<file path="src/sv/cpdec_pkg.sv">
// Shared types, constants and helper functions of the CP932 to UTF-8 decoder.
// No dependencies; every other file of the decoder imports this package.
package cpdec_pkg;

   typedef enum logic {
      CMD_DECODE      = 1'b0,
      CMD_TABLE_WRITE = 1'b1
   } cmd_type;

   // Code table geometry.
   localparam logic [7:0] TRAIL_FIRST = 8'h40;
   localparam logic [7:0] TRAIL_LAST  = 8'hfc;
   localparam int         LEAD_ROWS   = 60;
   localparam int         TABLE_COLS  = 189;
   localparam int         TABLE_DEPTH = LEAD_ROWS * TABLE_COLS;
   localparam int         ADDR_W      = $clog2(TABLE_DEPTH);
   localparam int         ROW_W       = 6;

   // Byte classes and code points.
   localparam logic [7:0]  LEAD_LO_FIRST = 8'h81;
   localparam logic [7:0]  LEAD_LO_LAST  = 8'h9f;
   localparam logic [7:0]  LEAD_HI_FIRST = 8'he0;
   localparam logic [7:0]  LEAD_HI_LAST  = 8'hfc;
   localparam logic [7:0]  KANA_FIRST    = 8'ha1;
   localparam logic [7:0]  KANA_LAST     = 8'hdf;
   localparam logic [7:0]  ASCII_LIMIT   = 8'h80;
   localparam logic [15:0] KANA_BASE     = 16'hff61;
   localparam logic [15:0] REPLACEMENT   = 16'hfffd;
   localparam logic [15:0] TWO_BYTE_MIN  = 16'h0080;
   localparam logic [15:0] THREE_BYTE_MIN = 16'h0800;
   localparam logic [7:0]  UTF8_LEAD2    = 8'hc0;
   localparam logic [7:0]  UTF8_LEAD3    = 8'he0;
   localparam logic [7:0]  UTF8_CONT     = 8'h80;
   localparam logic [5:0]  UTF8_CONT_MASK = 6'h3f;

   // Code point queue between the front and back ends.
   localparam int QUEUE_DEPTH = 4;
   localparam int QUEUE_PTR_W = $clog2(QUEUE_DEPTH);

   typedef struct packed {
      cmd_type     command;
      logic [7:0]  data_byte;
      logic        end_of_text;
      logic [5:0]  table_row;
      logic [7:0]  table_column;
      logic [15:0] table_value;
   } req_type;

   typedef struct packed {
      logic [7:0] utf8_byte;
      logic       last_of_run;
      logic       text_done;
   } rsp_type;

   // One or two code points produced by one text byte.
   typedef struct packed {
      logic [15:0] code0;
      logic [15:0] code1;
      logic [1:0]  count;
      logic        eot;
   } code_entry_type;

   function automatic logic is_lead(input logic [7:0] b);
      return (b >= LEAD_LO_FIRST && b <= LEAD_LO_LAST) ||
             (b >= LEAD_HI_FIRST && b <= LEAD_HI_LAST);
   endfunction

   function automatic logic [ROW_W-1:0] row_of_lead_byte(input logic [7:0] b);
      logic [7:0] r;
      if (b <= LEAD_LO_LAST) begin
         r = b - LEAD_LO_FIRST;
      end else begin
         r = b - LEAD_HI_FIRST + (LEAD_LO_LAST - LEAD_LO_FIRST + 8'd1);
      end
      return r[ROW_W-1:0];
   endfunction

   // Code point of a byte decoded on its own; lead bytes are not handled here.
   function automatic logic [15:0] fresh_code(input logic [7:0] b);
      logic [7:0] k;
      k = b - KANA_FIRST;
      if (b < ASCII_LIMIT) begin
         return {8'h00, b};
      end else if (b >= KANA_FIRST && b <= KANA_LAST) begin
         return KANA_BASE + {8'h00, k};
      end else begin
         return REPLACEMENT;
      end
   endfunction

   function automatic logic [1:0] utf8_len(input logic [15:0] code);
      if (code < TWO_BYTE_MIN) begin
         return 2'd1;
      end else if (code < THREE_BYTE_MIN) begin
         return 2'd2;
      end else begin
         return 2'd3;
      end
   endfunction

endpackage

</file>
<file path="src/sv/cpdec_queue.sv">
// Short queue of code point entries between the decoder's front and back ends.
// Uses cpdec_pkg for the entry type and depth.
module cpdec_queue import cpdec_pkg::*; (
   input  logic           clock,
   input  logic           reset,
   input  logic           wr_en,
   input  code_entry_type wr_entry,
   output logic           full_o,
   input  logic           rd_en,
   output code_entry_type rd_entry,
   output logic           empty_o
);

   code_entry_type entries [QUEUE_DEPTH];

   logic [QUEUE_PTR_W-1:0] wr_ptr_ff, rd_ptr_ff;
   logic [QUEUE_PTR_W:0]   count_ff, count_in;

   assign full_o   = count_ff == (QUEUE_PTR_W+1)'(QUEUE_DEPTH);
   assign empty_o  = count_ff == '0;
   assign rd_entry = entries[rd_ptr_ff];

   always_comb begin
      count_in = count_ff;
      if (wr_en && !rd_en) begin
         count_in = count_ff + 1'b1;
      end else if (!wr_en && rd_en) begin
         count_in = count_ff - 1'b1;
      end
   end

   always_ff @(posedge clock) begin
      if (reset) begin
         wr_ptr_ff <= '0;
         rd_ptr_ff <= '0;
         count_ff  <= '0;
      end else begin
         count_ff <= count_in;
         if (wr_en) begin
            wr_ptr_ff <= wr_ptr_ff + 1'b1;
         end
         if (rd_en) begin
            rd_ptr_ff <= rd_ptr_ff + 1'b1;
         end
      end
   end

   always_ff @(posedge clock) begin
      if (wr_en) begin
         entries[wr_ptr_ff] <= wr_entry;
      end
   end

`ifndef SYNTHESIS
   a_no_overflow: assert property (@(posedge clock) disable iff (reset)
      !(wr_en && full_o) && !(rd_en && empty_o))
      else $error("code point queue written when full or read when empty");
`endif

endmodule

</file>
<file path="config.mk">
export PLATFORM = sky130hd
export DESIGN_NAME = cpdec_queue
export DESIGN_NICKNAME = d
export VERILOG_FILES = /design/src/sv/cpdec_pkg.sv /design/src/sv/cpdec_queue.sv
export SDC_FILE = /design/constraint.sdc
export NUM_CORES = 1
export LEC_CHECK = 0
export ABC_AREA = 1
export CORE_UTILIZATION = 34
export DETAILED_ROUTE_END_ITERATION = 6
export DONT_BUFFER_PORTS = 1
export PLACE_DENSITY = 0.52
export RECOVER_POWER = 100
export SYNTH_ARGS = -nofsm -noshare
export SYNTH_HDL_FRONTEND = slang
export SYNTH_SLANG_ARGS = --single-unit
</file>
<file path="constraint.sdc">
create_clock -name clock -period 3.7 [get_ports clock]
set_input_delay 0.185 -clock clock [delete_from_list [all_inputs] [get_ports clock]]
set_output_delay 0.185 -clock clock [all_outputs]
set_load 0.03 [all_outputs]
</file>
* After elaboration in Yosys (flattened, before gate mapping) *
Memories as Yosys holds them, arrays and structs flattened. A register that Yosys moved wholly into a read port is not among the register bits.
Cells that the tools add are included.

storage, ports and cells
  bits in registers = 7
  RAM bits = 140
  output and inout bits = 37
  logic and storage cells = 21
  memories = 1

memory list
  name     depth  bits a word  read ports  clocked after memory_dff  wr ports  RTL line           text
  entries  4      35           1           1                         1         cpdec_queue.sv:14  code_entry_type entries [QUEUE_DEPTH];

cells by class
  $add $sub $neg = 4
  eq/ne operators = 1
  multiplexer cells = 6
  reductions and logical operators = 6

operator list
  kind                                               count
  2-to-1 mux 3 bit                                   2
  adder 2 x 1 -> 2 bit (second input constant)       2
  2-to-1 mux 2 bit                                   2
  adder 3 x 1 -> 3 bit (second input constant)       1
  == test 3 bit (second input constant)              1
  logical NOT 3 bit                                  1
  subtractor 3 x 1 -> 3 bit (second input constant)  1
  logical AND 1 bit                                  2
  logical NOT 1 bit                                  2
  2-to-1 mux 1 bit                                   2
  nonzero test 2 bit                                 1

* Depth between registers and ports, before layout *
  depth in word-level cells = 4
  gate-level depth with buffers = 10
  gate-level depth less buffers = 10

* Least setup slack after synthesis *
OpenSTA, ideal clock, no wires.

  kind = register to register
  start = register wr_ptr_ff[0]
  end = memory entries[2][0] (netlist name) (enable)
  setup time = 0.390 ns
  data arrival time = 1.279 ns
  required time = 3.310 ns
  path slack = 2.031 ns
  stages on the path, launching flop included = 5
  buffers on the path = 0
  cells stage by stage = dfxtp_1 > inv_1 > ha_1 > nand2_1 > inv_1

RTL lines
  what                    RTL line           text
  start, declared         cpdec_queue.sv:16  logic [QUEUE_PTR_W-1:0] wr_ptr_ff, rd_ptr_ff;
  start signal, assigned  cpdec_queue.sv:40  wr_ptr_ff <= wr_ptr_ff + 1'b1;
  end, declared           cpdec_queue.sv:14

No word-level cell before the write port.

==> key figures <==
Pwr
  – Net switching power: 0.945 mW
  – Leak: around 2.3 nW
  – PD cells: 594 nW/um^2
  – Clock power frac: 41.5%
  – Combinational share of power: 9.5%
  – Worst vdd ir: 337 uV
  – Sw Share: 23.6%
  – Int Power: 3.05 mW
  – Sequential power share: 48.9%

Place
  – Port Buffers: 0
  – Routability Congestion: about 0.65
  – Dpl cells: 593
  – Pre-CTS setup slack: between 1 and 1.5 ns
  – Placed inst area: 5780 um^2
  – Dpl hpwl: 6150 um

Logic synthesis
  – Mux cell area share after synthesis: 0%
  – Yosys warns: 0
  – Leading area contributor after synthesis: edfxtp_1
  – Register area share after synthesis: 78.0%
  – Synth Area in Simple Gates: about 6.1%
  – Post-synthesis adder-cell area fraction: 1.47%
  – Avg Inst Size Synth: around 14 um^2
  – Synth top area share: 74.8%
  – Post-synthesis cell type count: 20
  – Top FF cell, synth: edfxtp_1
  – Net Count, Synth: 441
  – Post-Synthesis Cell Area: around 5600 um^2
  – Synth Instances: 396
  – Synth area leaders: edfxtp_1 75%, nor2_1 5.1%, o21ai_0 4.8%
  – Async set or reset register ratio after synthesis: 0%
  – EDFF count, synth: 140
  – Largest family of logic cells by synthesized area: compound AO/OA/AOI/OAI gates
  – Synthesis-stage register bit count: 149
  – Xor/xnor share of the synthesized area: 0.156%
  – Synth Area in Compound Gates: a little over a tenth

Route
  – Total routed wirelength: 11400 um
  – # DRC: 0
  – Drt first pass iters: 4
  – Drt via density: 4.90
  – Antenna viol nets, final: 0
  – WL/cell: approximately 17 um
  – Via Count: between 3000 and 4000
  – Initial DRC Count: about 260

Timing
  – Period Utilization, post-route: 80.8%
  – Fmax: 334 MHz
  – Fin crit period: 2.99 ns
  – Post-route setup TNS: 0 ns
  – Hold Fails Final Rpt: 0
  – Final count of pins violating max slew: 144
  – RSZ-0062 raised after global routing: no
  – Slew headroom: -10.6%
  – Final setup fails: 0
  – Skew final: 0.00601 ns
  – PnR worst setup slack: 0.710 ns
  – Worst-Margin Slew: 1.66 ns
  – Fin Hold WS: between 0.1 and 0.15 ns

Cells and area
  – Most common cell after layout, fill and taps aside: edfxtp_1
  – Fin cells: 664
  – # nets final: 479
  – Area Growth Syn to Fin: 19.7%
  – Commonest cells after routing, fill and taps aside: 140 x edfxtp_1, 76 x nor2_1, 61 x o21ai_0, 38 x dlygate4sd3_1, 35 x o22ai_1
  – Share of post-route cells with drive strength above 1: between 6 and 7%
  – Final Cell Area: 6730 um^2

Floorplanning
  – Ports: 76
  – Rows: 46
  – Die X: 131 um
  – Starting Density: between 30% and 40%
  – DIE HEIGHT: ~130 um
  – Die Area: 17100 um^2
  – Core Box Area: 16000 um^2

Clock network
  – Clk Latency, worst-skew pair: 0.42 ns
  – CTS buffer count: 17
  – Root Buffer Master: clkbuf_16
  – CTS sink count: about 150
  – Post-CTS setup buffer count: 0
  – H-tree depth: 4
  – Clock transition at path regs: ~0.050 ns
  – Clock Tree Buf Depth: 2
  – CTS tree: built
  – Cts repair resizes: 0

Critical path
  – Critical path arrival: 2.80 ns
  – Crit-path max FO: 70
  – Data required, critical path: around 3.5 ns
  – Crit. End Element: output pin
  – CP Class: reg2out
  – Crit start category: flip-flop

Run status
  – Failing checks: max-capacitance violations, max-slew violations
  – Status: complete, but fails checks

Global routing
  – Largest net degree at the start of global routing: 71
  – Global Route Usage Sum: 14.4%
  – GRT overflow: 0
  – Number of global-route vias before repair: 3324
  – Initial antenna violation count: 1
  – First-pass GRT wire length: between 15000 and 20000 um

Flow run
  – # Max-Cap Violations: 4

Worst hold path
  – HP Class: in2reg
-- path summary, 6_finish.rpt --
check,from,end,slack [ns],depth (start not counted)
max,flip-flop,rd_entry[32],0.71,3
min,wr_en,count_ff[0],0.13,3
max reg2reg,wr_ptr_ff[0],entries[0][10],1.46,4
min reg2reg,rd_ptr_ff[1],rd_ptr_ff[1],0.46,1
-- synth_stat cells (3+ instances only) --
cell type  instances
nand2_1            9
edfxtp_1         140
buf_2             12
inv_1             15
o21ai_1           21
ha_1               5
buf_4              8
a21oi_1            3
o22ai_1           35
dfxtp_1            9
nor2_1            76
o21ai_0           54
-- registers in the layout (all words and copies together), names as in the netlist, named ones only --
register   count
count_ff       3
entries      140
wr_ptr_ff      2
rd_ptr_ff      2
-- routing by layer --
| metal | track usage (%) | part of all wire [%] | vias to the layer above |
|---|---|---|---|
| met5 | 0 | 0 | - |
| met4 | 6.02 | 1.5 | 0 |
| met3 | 7.13 | 8.7 | 16 |
| met2 | 24.1 | 48 | 96 |
| met1 | 15.5 | 42 | 1594 |
| li1 | - | - | 1547 |
-- through the flow --
stage,utilization (%),power [mW]
2_1_floorplan,-,2.27
3_3_place_gp,36.1,2.33
3_5_place_dp,36.1,2.33
4_1_cts,42.1,4.04
5_1_grt,42.1,4.13
6_report,42.1,4.00
-- cell families after synthesis --
group           after synthesis
flops                       149
compound gates              113
simple gates                 89
buf+inv                      38
fa+ha+maj                     6
xor+xnor                      1
-- critical path, cell delays in order (launching register included) --
cell and delay (ns):
dfxtp_2 0.51, inv_2 0.95, o21ai_0 0.24, o22ai_1 0.62
-- repair_timing --
item,in CTS,in global routing
endpoints found under the hold margin,147,0
setup endpoints to repair,0,0
hold buffers,38,0
-- power by group through the flow --
stage / logic [mW] / clock network [mW] / registers, mW
floorplan: 0.290 / 0 / 1.98
global placement: 0.336 / 0 / 1.99
detailed placement: 0.341 / 0 / 1.99
CTS: 0.390 / 1.69 / 1.96
global route: 0.419 / 1.75 / 1.96
finish: 0.382 / 1.66 / 1.96
-- area by class of cell --
class,instances,area [um^2]
fillers,1504,9270
flip-flops and latches,149,4390
multi-input cells,209,1040
clock buffers,18,429
repair buffers,40,395
well taps,216,270
clock inverters,14,141
inverters,17,63.8
diodes,1,2.50
Power figures use the tool's default switching activity.
