[src/sv/cpdec_pkg.sv]
// Shared types, constants and helper functions of the CP932 to UTF-8 decoder.
// No dependencies; every other file of the decoder imports this package.
package cpdec_pkg;

   typedef enum logic {
      CMD_DECODE      = 1'b0,
      CMD_TABLE_WRITE = 1'b1
   } cmd_type;

   // Code table geometry.
   localparam logic [7:0] TRAIL_FIRST = 8'h40;
   localparam logic [7:0] TRAIL_LAST  = 8'hfc;
   localparam int         LEAD_ROWS   = 60;
   localparam int         TABLE_COLS  = 189;
   localparam int         TABLE_DEPTH = LEAD_ROWS * TABLE_COLS;
   localparam int         ADDR_W      = $clog2(TABLE_DEPTH);
   localparam int         ROW_W       = 6;

   // Byte classes and code points.
   localparam logic [7:0]  LEAD_LO_FIRST = 8'h81;
   localparam logic [7:0]  LEAD_LO_LAST  = 8'h9f;
   localparam logic [7:0]  LEAD_HI_FIRST = 8'he0;
   localparam logic [7:0]  LEAD_HI_LAST  = 8'hfc;
   localparam logic [7:0]  KANA_FIRST    = 8'ha1;
   localparam logic [7:0]  KANA_LAST     = 8'hdf;
   localparam logic [7:0]  ASCII_LIMIT   = 8'h80;
   localparam logic [15:0] KANA_BASE     = 16'hff61;
   localparam logic [15:0] REPLACEMENT   = 16'hfffd;
   localparam logic [15:0] TWO_BYTE_MIN  = 16'h0080;
   localparam logic [15:0] THREE_BYTE_MIN = 16'h0800;
   localparam logic [7:0]  UTF8_LEAD2    = 8'hc0;
   localparam logic [7:0]  UTF8_LEAD3    = 8'he0;
   localparam logic [7:0]  UTF8_CONT     = 8'h80;
   localparam logic [5:0]  UTF8_CONT_MASK = 6'h3f;

   // Code point queue between the front and back ends.
   localparam int QUEUE_DEPTH = 4;
   localparam int QUEUE_PTR_W = $clog2(QUEUE_DEPTH);

   typedef struct packed {
      cmd_type     command;
      logic [7:0]  data_byte;
      logic        end_of_text;
      logic [5:0]  table_row;
      logic [7:0]  table_column;
      logic [15:0] table_value;
   } req_type;

   typedef struct packed {
      logic [7:0] utf8_byte;
      logic       last_of_run;
      logic       text_done;
   } rsp_type;

   // One or two code points produced by one text byte.
   typedef struct packed {
      logic [15:0] code0;
      logic [15:0] code1;
      logic [1:0]  count;
      logic        eot;
   } code_entry_type;

   function automatic logic is_lead(input logic [7:0] b);
      return (b >= LEAD_LO_FIRST && b <= LEAD_LO_LAST) ||
             (b >= LEAD_HI_FIRST && b <= LEAD_HI_LAST);
   endfunction

   function automatic logic [ROW_W-1:0] row_of_lead_byte(input logic [7:0] b);
      logic [7:0] r;
      if (b <= LEAD_LO_LAST) begin
         r = b - LEAD_LO_FIRST;
      end else begin
         r = b - LEAD_HI_FIRST + (LEAD_LO_LAST - LEAD_LO_FIRST + 8'd1);
      end
      return r[ROW_W-1:0];
   endfunction

   // Code point of a byte decoded on its own; lead bytes are not handled here.
   function automatic logic [15:0] fresh_code(input logic [7:0] b);
      logic [7:0] k;
      k = b - KANA_FIRST;
      if (b < ASCII_LIMIT) begin
         return {8'h00, b};
      end else if (b >= KANA_FIRST && b <= KANA_LAST) begin
         return KANA_BASE + {8'h00, k};
      end else begin
         return REPLACEMENT;
      end
   endfunction

   function automatic logic [1:0] utf8_len(input logic [15:0] code);
      if (code < TWO_BYTE_MIN) begin
         return 2'd1;
      end else if (code < THREE_BYTE_MIN) begin
         return 2'd2;
      end else begin
         return 2'd3;
      end
   endfunction

endpackage

[src/sv/cpdec_back.sv]
// Back end of the CP932 decoder: expands queued code points into UTF-8 bytes,
// one per cycle into the output register while it is free or being popped. Uses cpdec_pkg.
module cpdec_back import cpdec_pkg::*; (
   input  logic           clock,
   input  logic           reset,
   input  code_entry_type q_entry,
   input  logic           q_empty,
   output logic           q_pop,
   output logic           empty,
   input  logic           pop,
   output rsp_type        rsp_data
);

   logic       code_idx_ff, code_idx_in;
   logic [1:0] byte_idx_ff, byte_idx_in;
   logic       out_valid_ff, out_valid_in;
   rsp_type    out_ff;

   logic [15:0] code;
   logic [1:0]  code_len;
   logic        last_byte, last_code, step;
   logic [7:0]  utf8;

   assign code      = code_idx_ff ? q_entry.code1 : q_entry.code0;
   assign code_len  = utf8_len(code);
   assign last_byte = byte_idx_ff == code_len - 2'd1;
   assign last_code = {1'b0, code_idx_ff} == q_entry.count - 2'd1;
   assign step      = !q_empty && (!out_valid_ff || pop);
   assign q_pop     = step && last_byte && last_code;

   always_comb begin
      utf8 = code[7:0];
      if (code_len == 2'd2) begin
         utf8 = (byte_idx_ff == 2'd0) ? (UTF8_LEAD2 | {3'b000, code[10:6]})
                                      : (UTF8_CONT | {2'b00, code[5:0] & UTF8_CONT_MASK});
      end else if (code_len == 2'd3) begin
         case (byte_idx_ff)
            2'd0:    utf8 = UTF8_LEAD3 | {4'h0, code[15:12]};
            2'd1:    utf8 = UTF8_CONT | {2'b00, code[11:6]};
            default: utf8 = UTF8_CONT | {2'b00, code[5:0] & UTF8_CONT_MASK};
         endcase
      end
   end

   always_comb begin
      code_idx_in  = code_idx_ff;
      byte_idx_in  = byte_idx_ff;
      out_valid_in = out_valid_ff && !pop;
      if (step) begin
         out_valid_in = 1'b1;
         if (last_byte) begin
            byte_idx_in = 2'd0;
            code_idx_in = !last_code;
         end else begin
            byte_idx_in = byte_idx_ff + 2'd1;
         end
      end
   end

   always_ff @(posedge clock) begin
      if (reset) begin
         code_idx_ff  <= 1'b0;
         byte_idx_ff  <= 2'd0;
         out_valid_ff <= 1'b0;
      end else begin
         code_idx_ff  <= code_idx_in;
         byte_idx_ff  <= byte_idx_in;
         out_valid_ff <= out_valid_in;
      end
   end

   always_ff @(posedge clock) begin
      if (step) begin
         out_ff.utf8_byte   <= utf8;
         out_ff.last_of_run <= last_byte && last_code;
         out_ff.text_done   <= last_byte && last_code && q_entry.eot;
      end
   end

   assign empty    = !out_valid_ff;
   assign rsp_data = out_ff;

`ifndef SYNTHESIS
   a_byte_idx: assert property (@(posedge clock) disable iff (reset)
      !q_empty |-> byte_idx_ff < utf8_len(code))
      else $error("UTF-8 byte index beyond the length of its code point");
`endif

endmodule

[config.mk]
export PLATFORM = sky130hd
export DESIGN_NAME = cpdec_back
export DESIGN_NICKNAME = d
export VERILOG_FILES = /design/src/sv/cpdec_pkg.sv /design/src/sv/cpdec_back.sv
export SDC_FILE = /design/constraint.sdc
export NUM_CORES = 1
export LEC_CHECK = 0
export BUFFER_PORTS_ARGS = -buffer_cell sky130_fd_sc_hd__buf_2
export CAP_MARGIN = 10
export CORE_UTILIZATION = 41
export CTS_CLUSTER_DIAMETER = 200
export CTS_CLUSTER_SIZE = 12
export DETAILED_ROUTE_END_ITERATION = 12
export PLACE_DENSITY = 0.74
export SLEW_MARGIN = 10
export SYNTH_ARGS = -nofsm -noshare
export SYNTH_HDL_FRONTEND = slang
export SYNTH_SLANG_ARGS = --single-unit
[constraint.sdc]
create_clock -name clock -period 1.8 [get_ports clock]
set_clock_uncertainty 0.05 [all_clocks]
set_input_delay 0.18 -clock clock [delete_from_list [all_inputs] [get_ports clock]]
set_output_delay 0.18 -clock clock [all_outputs]
set_load 0.01 [all_outputs]
Word level (Yosys, flattened, before mapping)
Index checks and enable logic that the tools add are counted.

Flip-flop bits (word level): 14. Output and inout bits: 12. Logic and storage cells: 38.

Add/sub/neg operators: 3. Magnitude comparators: 2. Equality and inequality tests: 5. Multiplexer cells: 9. Reduce and logical (&&, ||, !) cells: 13.

Operator list (count): $lt 16x12->1 const B (1); $lt 16x8->1 const B (1); $mux 16 (1); $mux 8 (2); $pmux 7 s2 (1); $mux 7 (1); $logic_and 1x1->1 (6); $eq 2x2->1 const B (2); $logic_not 1->1 (4); $mux 2 (2); $sub 2x1->2 const B (2); $add 2x1->2 const B (1); $eq 1x2->1 (1); $eq 2x1->1 const B (1); $eq 2x2->1 (1); $logic_not 2->1 (1); $mux 1 (2); $reduce_and 2->1 (1); $logic_or 1x1->1 (1).

Depth between registers and ports, before layout
Gate-level depths: netlist of the first run.

Depth in word-level cells: 8. Depth in mapped cells: 7. Mapped depth without buffers: 6.

Worst setup path before layout of the first run
No wires, ideal clock.

Path kind: reg-to-reg. Start: reg code_idx_ff. End: reg code_idx_ff. Library setup time: 0.123 ns. Data arrival time: 1.549 ns. Path slack: 0.078 ns. Cell stages (with the launch flop): 7. Clock period less this slack: 1.722 ns. Cell sequence: dfxtp_1 > buf_6 > nor4_2 > o22ai_1 > buf_6 > o32ai_2 > mux2_1.

Longest elaborated chain between the ends: 7.

RTL lines: start, declared (RTL line cpdec_back.sv:14) `logic code_idx_ff, code_idx_in;`; start signal, assigned (RTL line cpdec_back.sv:66) `code_idx_ff <= code_idx_in;`; $mux 16 (RTL line cpdec_back.sv:24) `assign code = code_idx_ff ? q_entry.code1 : q_entry.code0;`; $lt 16x12->1 (RTL line cpdec_pkg.sv:94) `end else if (code < THREE_BYTE_MIN) begin`; $mux 1 (RTL line cpdec_pkg.sv:94); $mux 2 (RTL line cpdec_pkg.sv:92) `if (code < TWO_BYTE_MIN) begin`; $sub 2x1->2 (RTL line cpdec_back.sv:26) `assign last_byte = byte_idx_ff == code_len - 2'd1;`; $eq 2x2->1 (RTL line cpdec_back.sv:26); $reduce_and 2->1 (no line).

Several ways; a longest one is shown, not always the timed one. A chain may end at the register's enable or synchronous reset.

Worst setup path after layout of the first run
Start: reg code_idx_ff. End: out q_pop.

Longest elaborated chain between the ends: 8.

RTL lines: $mux 16 (RTL line cpdec_back.sv:24); $lt 16x12->1 (RTL line cpdec_pkg.sv:94); $mux 1 (RTL line cpdec_pkg.sv:94); $mux 2 (RTL line cpdec_pkg.sv:92); $sub 2x1->2 (RTL line cpdec_back.sv:26); $eq 2x2->1 (RTL line cpdec_back.sv:26); $logic_and 1x1->1 (RTL line cpdec_back.sv:29) `assign q_pop = step && last_byte && last_code;`; $logic_and 1x1->1 * (RTL line cpdec_back.sv:29); end, declared (RTL line cpdec_back.sv:8) `output logic q_pop,`.

Mark *: on every way between the ends. The rest lies on a longest branch, timed or not.

==> results.md, run 1 <==
- Outcome: finished, violations left
- Failing checks: setup timing
- Clk sinks: 14
- DRT antenna net count: 0
- Tot GR Track Use: 0.215
- Post-Synth Adder-Cell Area: 0.0244
- Root Buffer: clkbuf_4
- Slew margin rel.: 0.654
- DIE AREA: 2700 µm²
- PnR worst setup slack: -0.110 ns
- Area grow syn2layout: 54.1%
- FF-to-FF End: code_idx_ff$_SDFFE_PP0P_
- CP top delay family: flip-flops
- Setup Slack @ Placement: -0.0407 ns
- Layout cell share with drive strength beyond 1: 0.560
- Diodes inserted: 0
- Worst VDD drop: 0.000380 V
- Hold path startpoint: q_empty
- Worst path max stage delay: 0.40 ns
- Worst path required time: 1.57 ns
- Reg2Reg Setup Slack: 0.04 ns
- # DRC: 0
- Post-synth top cells: edfxtp_1 (10), nand2_1 (8), nand3_1 (8)
- Total Wirelength: about 2800 µm
- Cell count after synthesis: approximately 110
- Total gr overflow: 0
- Starting Density: 0.450
- Critical Path Stages: 6
- Rows: 17
- Slew Viols, Final: 0
- Clock-pin slew on the worst setup and hold paths: 0.09 ns
- Sequential-to-total area share from yosys stat: 0.371
- GPL Wtd Cong: 0.861
- Crit path kind: flop to output port
- Distinct cells, synth: 38
- Vias: approximately 1100
- Ports: between 50 and 60
- RSZ-0062 raised after global routing: yes
- Drt via density: 5.48
- Total of max-cap violations: 0
- CP endpoint kind: output port
- Worst-path cell with the longest stage delay: dfxtp_4
- #FFs+latches synth: 14
- Critical Path Fanout Max: 6
- Post-Synth XOR/XNOR Area: 0.00855
- Synth Area in Compound Gates: 0.143
- Worst hold path cell count: 2
- Worst setup startpoint: code_idx_ff$_SDFFE_PP0P_
- Crit path DAT: 1.68 ns
- Worst reg-to-reg path cell count: 6
- H-tree levels: 1
- Largest net degree at the start of global routing: 13
- Die height: slightly above 50 µm
- Synth warn: 0
- Critical Path, Cell by Cell: buf_6 > mux2i_4 > xnor2_2 > o31ai_4 > and3_1 > buf_2
- Die Wd: 52.0 µm
- Syn Area/Cell: 9.58 µm²
- Top_reg_cell synth: edfxtp_1
- Synth top area share: 0.293
- Clk buf depth: 2
- Core area: 2280 µm²
- Nets@finish: around 220
- CTS tree: yes
- Most frequent cell after synthesis: edfxtp_1
- Post-Synth Simple-Gate Area: 0.237
- Syn Nets: about 150
- Hold EP: out_valid_ff$_SDFF_PP0_
- Cell taking the most area after synthesis: edfxtp_1
- Pre-Repair DR Iteration Count: 4
- Worst Tran Pin Value: 0.514 ns
- CP Launch Type: flop
- Post-DP HPWL: 1980 µm
- Post-synth ARST share: 0
- Tcrit/Tclk final: 1.06
- Reg2Reg Launch Point: code_idx_ff$_SDFFE_PP0P_
- Vias in the first global route: ~1000
- Final setup viols: 1
- Period minus WS final: 1.91 ns
- Syn Std Cell Area: 1020 µm²
- Port Buf Inserts: 50
- Routed length per placed instance: 13.9 µm
- Mux share of post-synthesis cell area: 0.160
- Final Hold Fails: 0
- Leak: 0.000655 µW
- HP Class: input port to flop
- Synth area leaders: edfxtp_1 (29%), dfxtp_1 (7.8%), mux2_2 (7.7%)
- Fin Setup TNS: -0.110 ns
- First-pass GRT wire length: roughly 4300 µm
- Clock latency on the worst-skew pair: 0.29 ns
- PD cells: 546 nW/µm²
- Fmax: between 0.5 and 0.6 GHz
- Worst path bufs/invs: 2
- # hold bufs at CTS: 0
- Initial antenna violation count: 0
- CTS buffer count: 3
- Largest family of logic cells by synthesized area: simple AND/OR/NAND/NOR gates
- Detailed Route Iter0 Violations: 48
- Post-synth EDFFs: 10
-- layout make-up --
type	count	area, µm²
inverters	6	22.5
fillers	166	697
clock buffers	3	22.5
flip-flops and latches	14	384
multi-input cells	82	703
clock inverters	1	3.75
repair buffers	69	408
well taps	28	35.0
-- registers in the layout (all words and copies together), names as in the netlist --
name,flops
code_idx_ff,1
out_valid_ff,1
byte_idx_ff,2
rsp_data,10
-- metrics by stage --
step	total power, µW	cells	util	cell area [µm²]	hold slack (ns)
after floorplan	521	107	-	1020	0.199
after global placement	624	193	0.603	1370	0.316
after detailed placement	633	193	0.603	1370	0.324
after CTS	840	200	0.649	1480	0.0141
after global routing	904	203	0.694	1580	0.0264
final	863	203	0.694	1580	0.0170
-- cell usage in the layout (no fill, tap or decap), types with 2 or more instances in the layout --
cell type,instances
o21ai_1,3
a21oi_1,5
nand2b_1,6
nand3_1,5
clkbuf_4,3
nand2_1,8
edfxtp_1,10
buf_2,50
ha_1,2
buf_6,4
nand3_2,3
and3_1,3
inv_1,6
buf_4,15
dfxtp_1,3
o211ai_1,3
mux2i_1,5
nand4_1,3
mux2_2,7
-- report_power, final --
| group | internal (µW) | total, µW | switching [µW] |
|---|---|---|---|
| clock | 80.6 | 192 | 112 |
| combinational | 140 | 284 | 144 |
| sequential | 375 | 386 | 11.3 |
-- routing by layer --
layer  vias to the layer above  global-route usage  share of wire
met1                       523               0.256           0.42
met3                         6              0.0322          0.052
met2                        43               0.378           0.51
met4                         0              0.0901          0.020
met5                         -                   0              0
li1                        541                   -              -
-- worst max path at each step --
stage,slack (ns),end
finish,-0.11,q_pop
floorplan,0.08,code_idx_ff$_SDFFE_PP0P_
CTS,-0.14,q_pop
global placement,0.01,code_idx_ff$_SDFFE_PP0P_
global route,-0.19,q_pop
detailed placement,-0.04,code_idx_ff$_SDFFE_PP0P_
-- worst register-to-register path, stage by stage, from the launching register on --
cell and delay (ns):
dfxtp_4 0.40, buf_6 0.12, mux2i_4 0.27, xnor2_2 0.12, buf_4 0.17, o32ai_4 0.21
mux2_4 0.32
-- cells by family (layout without fill, tap and decap cells) --
family,Yosys count,after routing
muxes,15,15
DFF,14,14
adders and majority gates,2,2
AOI/OAI and AO/OA,22,22
xor gates and xnor gates,1,1
buffers and inverters,11,79
and+or+nand+nor,42,42
-- timing repair --
action | in CTS | in global routing
endpoints found under the setup margin | 4 | 9
pin swaps | 5 | 9
buffers inserted | 3 | 5
gates resized for setup | 11 | 18
Power figures use the tool's default switching activity.
==> inputs of run 2 (changes only) <==
--- a/config.mk
+++ b/config.mk
@@ -11,7 +11,7 @@
 export CTS_CLUSTER_DIAMETER = 200
 export CTS_CLUSTER_SIZE = 12
 export DETAILED_ROUTE_END_ITERATION = 12
-export PLACE_DENSITY = 0.74
+export PLACE_DENSITY = 0.87
 export SLEW_MARGIN = 10
 export SYNTH_ARGS = -nofsm -noshare
 export SYNTH_HDL_FRONTEND = slang
==> results.md, run 2 (synthesis results as in run 1) <==
- Worst VDD drop: 0.000425 V
- Worst path required time: approximately 1.6 ns
- Tcrit/Tclk final: 1.08
- CP endpoint kind: output port
- Register area: 384 µm²
- Slew Viols, Final: 0
- Worst Tran Pin Value: 0.413 ns
- CTS buffer count: 3
- Vias in the first global route: 1030
- Outcome: finished, violations left
- CTS tree: yes
- RSZ-0062 raised after global routing: yes
- Combinational power share: 0.299
- Total of max-cap violations: 0
- Clock-pin slew on the worst setup and hold paths: 0.09 ns
- Total gr overflow: 0
- CP Launch Type: flop
- Root Buffer: clkbuf_4
- HP Class: input port to flop
- Critical Path Stages: 5
- Clk sinks: 14
- Commonest non-fill, non-tap cell in the layout: buf_2
- Worst path max stage delay: roughly 0.38 ns
- Sequential share of power: 0.466
- Clk buf depth: 2
- Crit path kind: flop to output port
- # hold bufs at CTS: 0
- Post-DP HPWL: around 2100 µm
- Tot GR Track Use: 0.225
- Worst hold path cell count: 2
- GPL Wtd Cong: just under 0.9
- Critical Path Fanout Max: 7
- Period minus WS final: around 1.9 ns
- Leak: 0.000611 µW
- Port Buf Inserts: 50
- Initial antenna violation count: 0
- Largest register FFs: 10
- Die Wd: 52.0 µm
- CP top delay family: simple AND/OR/NAND/NOR gates
- Clock share of power: 0.235
- Layout cell share with drive strength beyond 1: 0.494
- Worst reg-to-reg path cell count: 6
- Core area: 2280 µm²
- Starting Density: 0.450
- Critical Path, Cell by Cell: nor4_2 > o22ai_2 > o31ai_2 > and3_1 > buf_2
- Final Hold Fails: 0
- Nets@finish: 210
- Setup Slack @ Placement: -0.115 ns
- Total Wirelength: 2720 µm
- Clock latency on the worst-skew pair: 0.29 ns
- Internal Power: 576 µW
- Switching share of power: 0.304
- First-pass GRT wire length: 4440 µm
- Failing checks: setup timing
- Fin Setup TNS: -0.623 ns
- Drt via density: 5.49
- Fmax: 0.515 GHz
- Most frequent cells in the layout: buf_2 (50), buf_4 (10), edfxtp_1 (10)
- Final setup viols: 9
- Largest net degree at the start of global routing: 19
- Routed length per placed instance: 13.9 µm
- Area of the multi-input gates: 641 µm²
- Vias: 1076
- Rows: 17
- Ports: 51
- Slew margin rel.: 0.725
- H-tree levels: 1
- Diodes inserted: 0
- Fillers: 193
- Crit path DAT: 1.71 ns
- # DRC: 0
- Detailed Route Iter0 Violations: 25
- Worst path bufs/invs: 1
- PD cells: 568 nW/µm²
- Pre-Repair DR Iteration Count: 4
- PnR worst setup slack: -0.142 ns
- Die height: approximately 52 µm
- Area grow syn2layout: 42.1%
- DIE AREA: 2700 µm²
- Switch Pwr: 251 µW
- DRT antenna net count: 0
- Worst-path cell with the longest stage delay: dfxtp_4
-- run 2: cell count changes in the layout (fill, tap and decap cells not counted), moves of 2 or more --
cell     change
buf_4        -5
nand3_2      -2
nand3_1      +2
buf_6        -2
o21ai_1      -2
o21ai_0      +2
-- run 2: metal layers --
layer | up-vias | share of wire | track usage
met5 | - | 0 | 0
met4 | 0 | 0.021 | 0.0991
met3 | 7 | 0.053 | 0.0322
met2 | 38 | 0.52 | 0.419
met1 | 504 | 0.40 | 0.247
li1 | 527 | - | -
-- run 2: cell type report --
cell class / instances / share of cell area
sequential: 14 / 0.264
inverter: 6 / 0.0155
clock inverter: 1 / 0.00258
multi-input combinational: 82 / 0.440
timing repair buffer: 62 / 0.239
tap: 28 / 0.0241
clock buffer: 3 / 0.0155
-- run 2: per-stage QoR --
stage	hold slack (ns)	util	total power, µW	std cells	area (µm²)
CTS	0.0183	0.629	819	195	1430
global placement	0.313	0.596	620	191	1360
detailed placement	0.326	0.596	624	191	1360
finish	0.0101	0.640	827	196	1460
floorplan	0.199	-	521	107	1020
global route	0.0118	0.640	870	196	1460
-- run 2: final timing paths --
kind	startpoint	to	slack, ns
setup / recovery	code_idx_ff$_SDFFE_PP0P_	q_pop	-0.14
hold / removal	q_empty	out_valid_ff$_SDFF_PP0_	0.01
setup reg to reg	code_idx_ff$_SDFFE_PP0P_	code_idx_ff$_SDFFE_PP0P_	-0.14
hold reg to reg	byte_idx_ff[0]$_SDFFE_PP0P_	byte_idx_ff[0]$_SDFFE_PP0P_	0.45
-- run 2: timing repair --
item,in CTS,in global routing
setup endpoints to repair,10,4
gates cloned,0,0
buffers inserted,0,1
pin swaps,1,0
hold endpoints to repair,0,0
resized for setup,10,3
-- run 2: worst register-to-register path: cells and delay by family, from the launching register on --
family                 cells  cell delay (ns)
buffers and inverters      2             0.30
DFF                        1             0.38
AOI/OAI and AO/OA          2             0.45
muxes                      1             0.34
and+or+nand+nor            1             0.31
-- run 2: power groups by stage --
stage                     combinational, µW  sequential [µW]  clock, µW
after floorplan                         118              403          0
after global routing                    273              388        208
after global placement                  227              393          0
final                                   247              386        194
after detailed placement                231              394          0
after CTS                               241              386        192
==> inputs of run 3 (changes only) <==
--- a/config.mk
+++ b/config.mk
@@ -5,12 +5,14 @@
 export SDC_FILE = /design/constraint.sdc
 export NUM_CORES = 1
 export LEC_CHECK = 0
+export ABC_CLOCK_PERIOD_IN_PS = 1800
 export BUFFER_PORTS_ARGS = -buffer_cell sky130_fd_sc_hd__buf_2
 export CAP_MARGIN = 10
 export CORE_UTILIZATION = 41
 export CTS_CLUSTER_DIAMETER = 200
 export CTS_CLUSTER_SIZE = 12
 export DETAILED_ROUTE_END_ITERATION = 12
+export MAX_ROUTING_LAYER = met4
 export PLACE_DENSITY = 0.87
 export SLEW_MARGIN = 10
 export SYNTH_ARGS = -nofsm -noshare
==> results.md, run 3 (synthesis results as in run 1) <==
- Outcome: finished, violations left
- Failing checks: setup timing
- Total gr overflow: 0
- First-pass GRT wire length: 4620 µm
- PD cells: 569 nW/µm²
- Finished Layout Cells: between 150 and 200
- Worst path required time: 1.57 ns
- Critical Path, Cell by Cell: nor4b_2 > o22ai_2 > nand3_1 > o31ai_2 > and3_1 > buf_2
- Port Buf Inserts: 50
- Register area: 384 µm²
- Fmax: 0.517 GHz
- Die Wd: 52.0 µm
- Dpl cells: about 190
- Critical Path Fanout Max: 6
- Root Buffer: clkbuf_4
- # DRC: 0
- Final setup viols: 4
- DIE AREA: 2700 µm²
- CP endpoint kind: output port
- Post-DP HPWL: about 2200 µm
- Tot GR Track Use: 0.245
- Commonest non-fill, non-tap cell in the layout: buf_2
- GPL Wtd Cong: ~0.92
- Clk sinks: 14
- Detailed Route Iter0 Violations: 59
- Design area: 1470 µm²
- Core area: ~2300 µm²
- Leak: roughly 0.00062 µW
- Clock latency on the worst-skew pair: 0.28 ns
- Crit path kind: flop to output port
- H-tree levels: 1
- Routed length per placed instance: between 10 and 15 µm
- Diodes inserted: 0
- Pre-Repair DR Iteration Count: 4
- Total Wirelength: 2920 µm
- RSZ-0062 raised after global routing: yes
- Worst VDD drop: 0.000394 V
- Worst Tran Pin Value: 0.452 ns
- Vias: 1082
- Area grow syn2layout: 43.8%
- Vias in the first global route: 1027
- Drt via density: roughly 5.5
- Largest net degree at the start of global routing: 19
- Fillers: 185
- Most frequent cells in the layout: buf_2 (50), buf_4 (12), edfxtp_1 (10)
- Layout cell share with drive strength beyond 1: 0.503
- Ports: between 50 and 60
- Initial antenna violation count: 0
- Worst path bufs/invs: 1
- Final Hold Fails: 0
- Area after DPL: approximately 1400 µm²
- Slew Viols, Final: 0
- Tcrit/Tclk final: 1.07
- Crit path DAT: 1.70 ns
- CTS tree: yes
- Slew margin rel.: 0.699
- Area of the multi-input gates: 654 µm²
- CTS buffer count: 3
- Die height: roughly 52 µm
- Period minus WS final: 1.93 ns
- Starting Density: 0.450
- Rows: 17
- Setup Slack @ Placement: -0.0793 ns
- Worst path max stage delay: 0.40 ns
- Total of max-cap violations: 0
- Nets@finish: 211
- Clk buf depth: 2
- CP top delay family: simple AND/OR/NAND/NOR gates
- PnR worst setup slack: -0.135 ns
- Clock-pin slew on the worst setup and hold paths: around 0.090 ns
- Largest register FFs: 10
- HP Class: input port to flop
- CP Launch Type: flop
- DRT antenna net count: 0
- Worst-path cell with the longest stage delay: dfxtp_4
-- run 3: changes by cell type in the layout (fill, tap and decap cells not counted), sizes merged --
cell,delta
buf,+1
-- run 3: metrics by stage --
| stage | hold WS [ns] | TNS [ns] | utilization | total power (µW) |
|---|---|---|---|---|
| 6_report | 0.0207 | -0.196 | 0.648 | 839 |
| 5_1_grt | 0.0213 | -0.558 | 0.648 | 880 |
| 4_1_cts | 0.0196 | -0.202 | 0.635 | 822 |
| 3_5_place_dp | 0.322 | -0.343 | 0.596 | 628 |
| 3_3_place_gp | 0.313 | -0.163 | 0.596 | 620 |
| 2_1_floorplan | 0.199 | 0 | - | 521 |
-- run 3: worst paths after layout --
check,endpoint,cells past startpoint,slack [ns],start
hold reg to reg,byte_idx_ff[0]$_SDFFE_PP0P_,2,0.45,byte_idx_ff[0]$_SDFFE_PP0P_
setup reg to reg,rsp_data[6]$_DFFE_PP_,6,-0.05,code_idx_ff$_SDFFE_PP0P_
setup / recovery,q_pop,6,-0.13,code_idx_ff$_SDFFE_PP0P_
hold / removal,out_valid_ff$_SDFF_PP0_,2,0.02,q_empty
-- run 3: final cells by class --
class,count,area share
multi-input combinational,82,0.444
sequential,14,0.261
timing repair buffer,63,0.239
tap,28,0.0238
clock buffer,3,0.0153
inverter,6,0.0153
clock inverter,1,0.00255
-- run 3: power by group --
| part | internal (µW) | leakage [µW] | total, µW | switching (µW) |
|---|---|---|---|---|
| registers | 375 | 0.000126 | 386 | 11.2 |
| logic | 125 | 0.000479 | 261 | 136 |
| clock network | 80.5 | 0.0000154 | 192 | 111 |
| total | 581 | 0.000620 | 839 | 259 |
-- run 3: metal layers --
metal	vias up	track usage	routed length, µm	part of all wire
met1	500	0.258	1210	0.41
met3	6	0.0263	144	0.049
met4	0	0.0811	45	0.015
met2	49	0.468	1520	0.52
met5	-	-	0	0
li1	527	-	-	-
-- run 3: repair_timing --
action / in CTS / in global routing
hold buffers: 0 / 0
setup buffers: 3 / 0
endpoints found under the setup margin: 5 / 13
resized for setup: 8 / 6
pin swaps: 3 / 3
-- run 3: worst reg2reg max path, cell delays in order (launching register included) --
cell and delay, ns:
dfxtp_4 0.38, nor4b_2 0.17, o22ai_2 0.21, buf_4 0.23, and2b_1 0.25, a21oi_1 0.20, o22ai_1 0.11
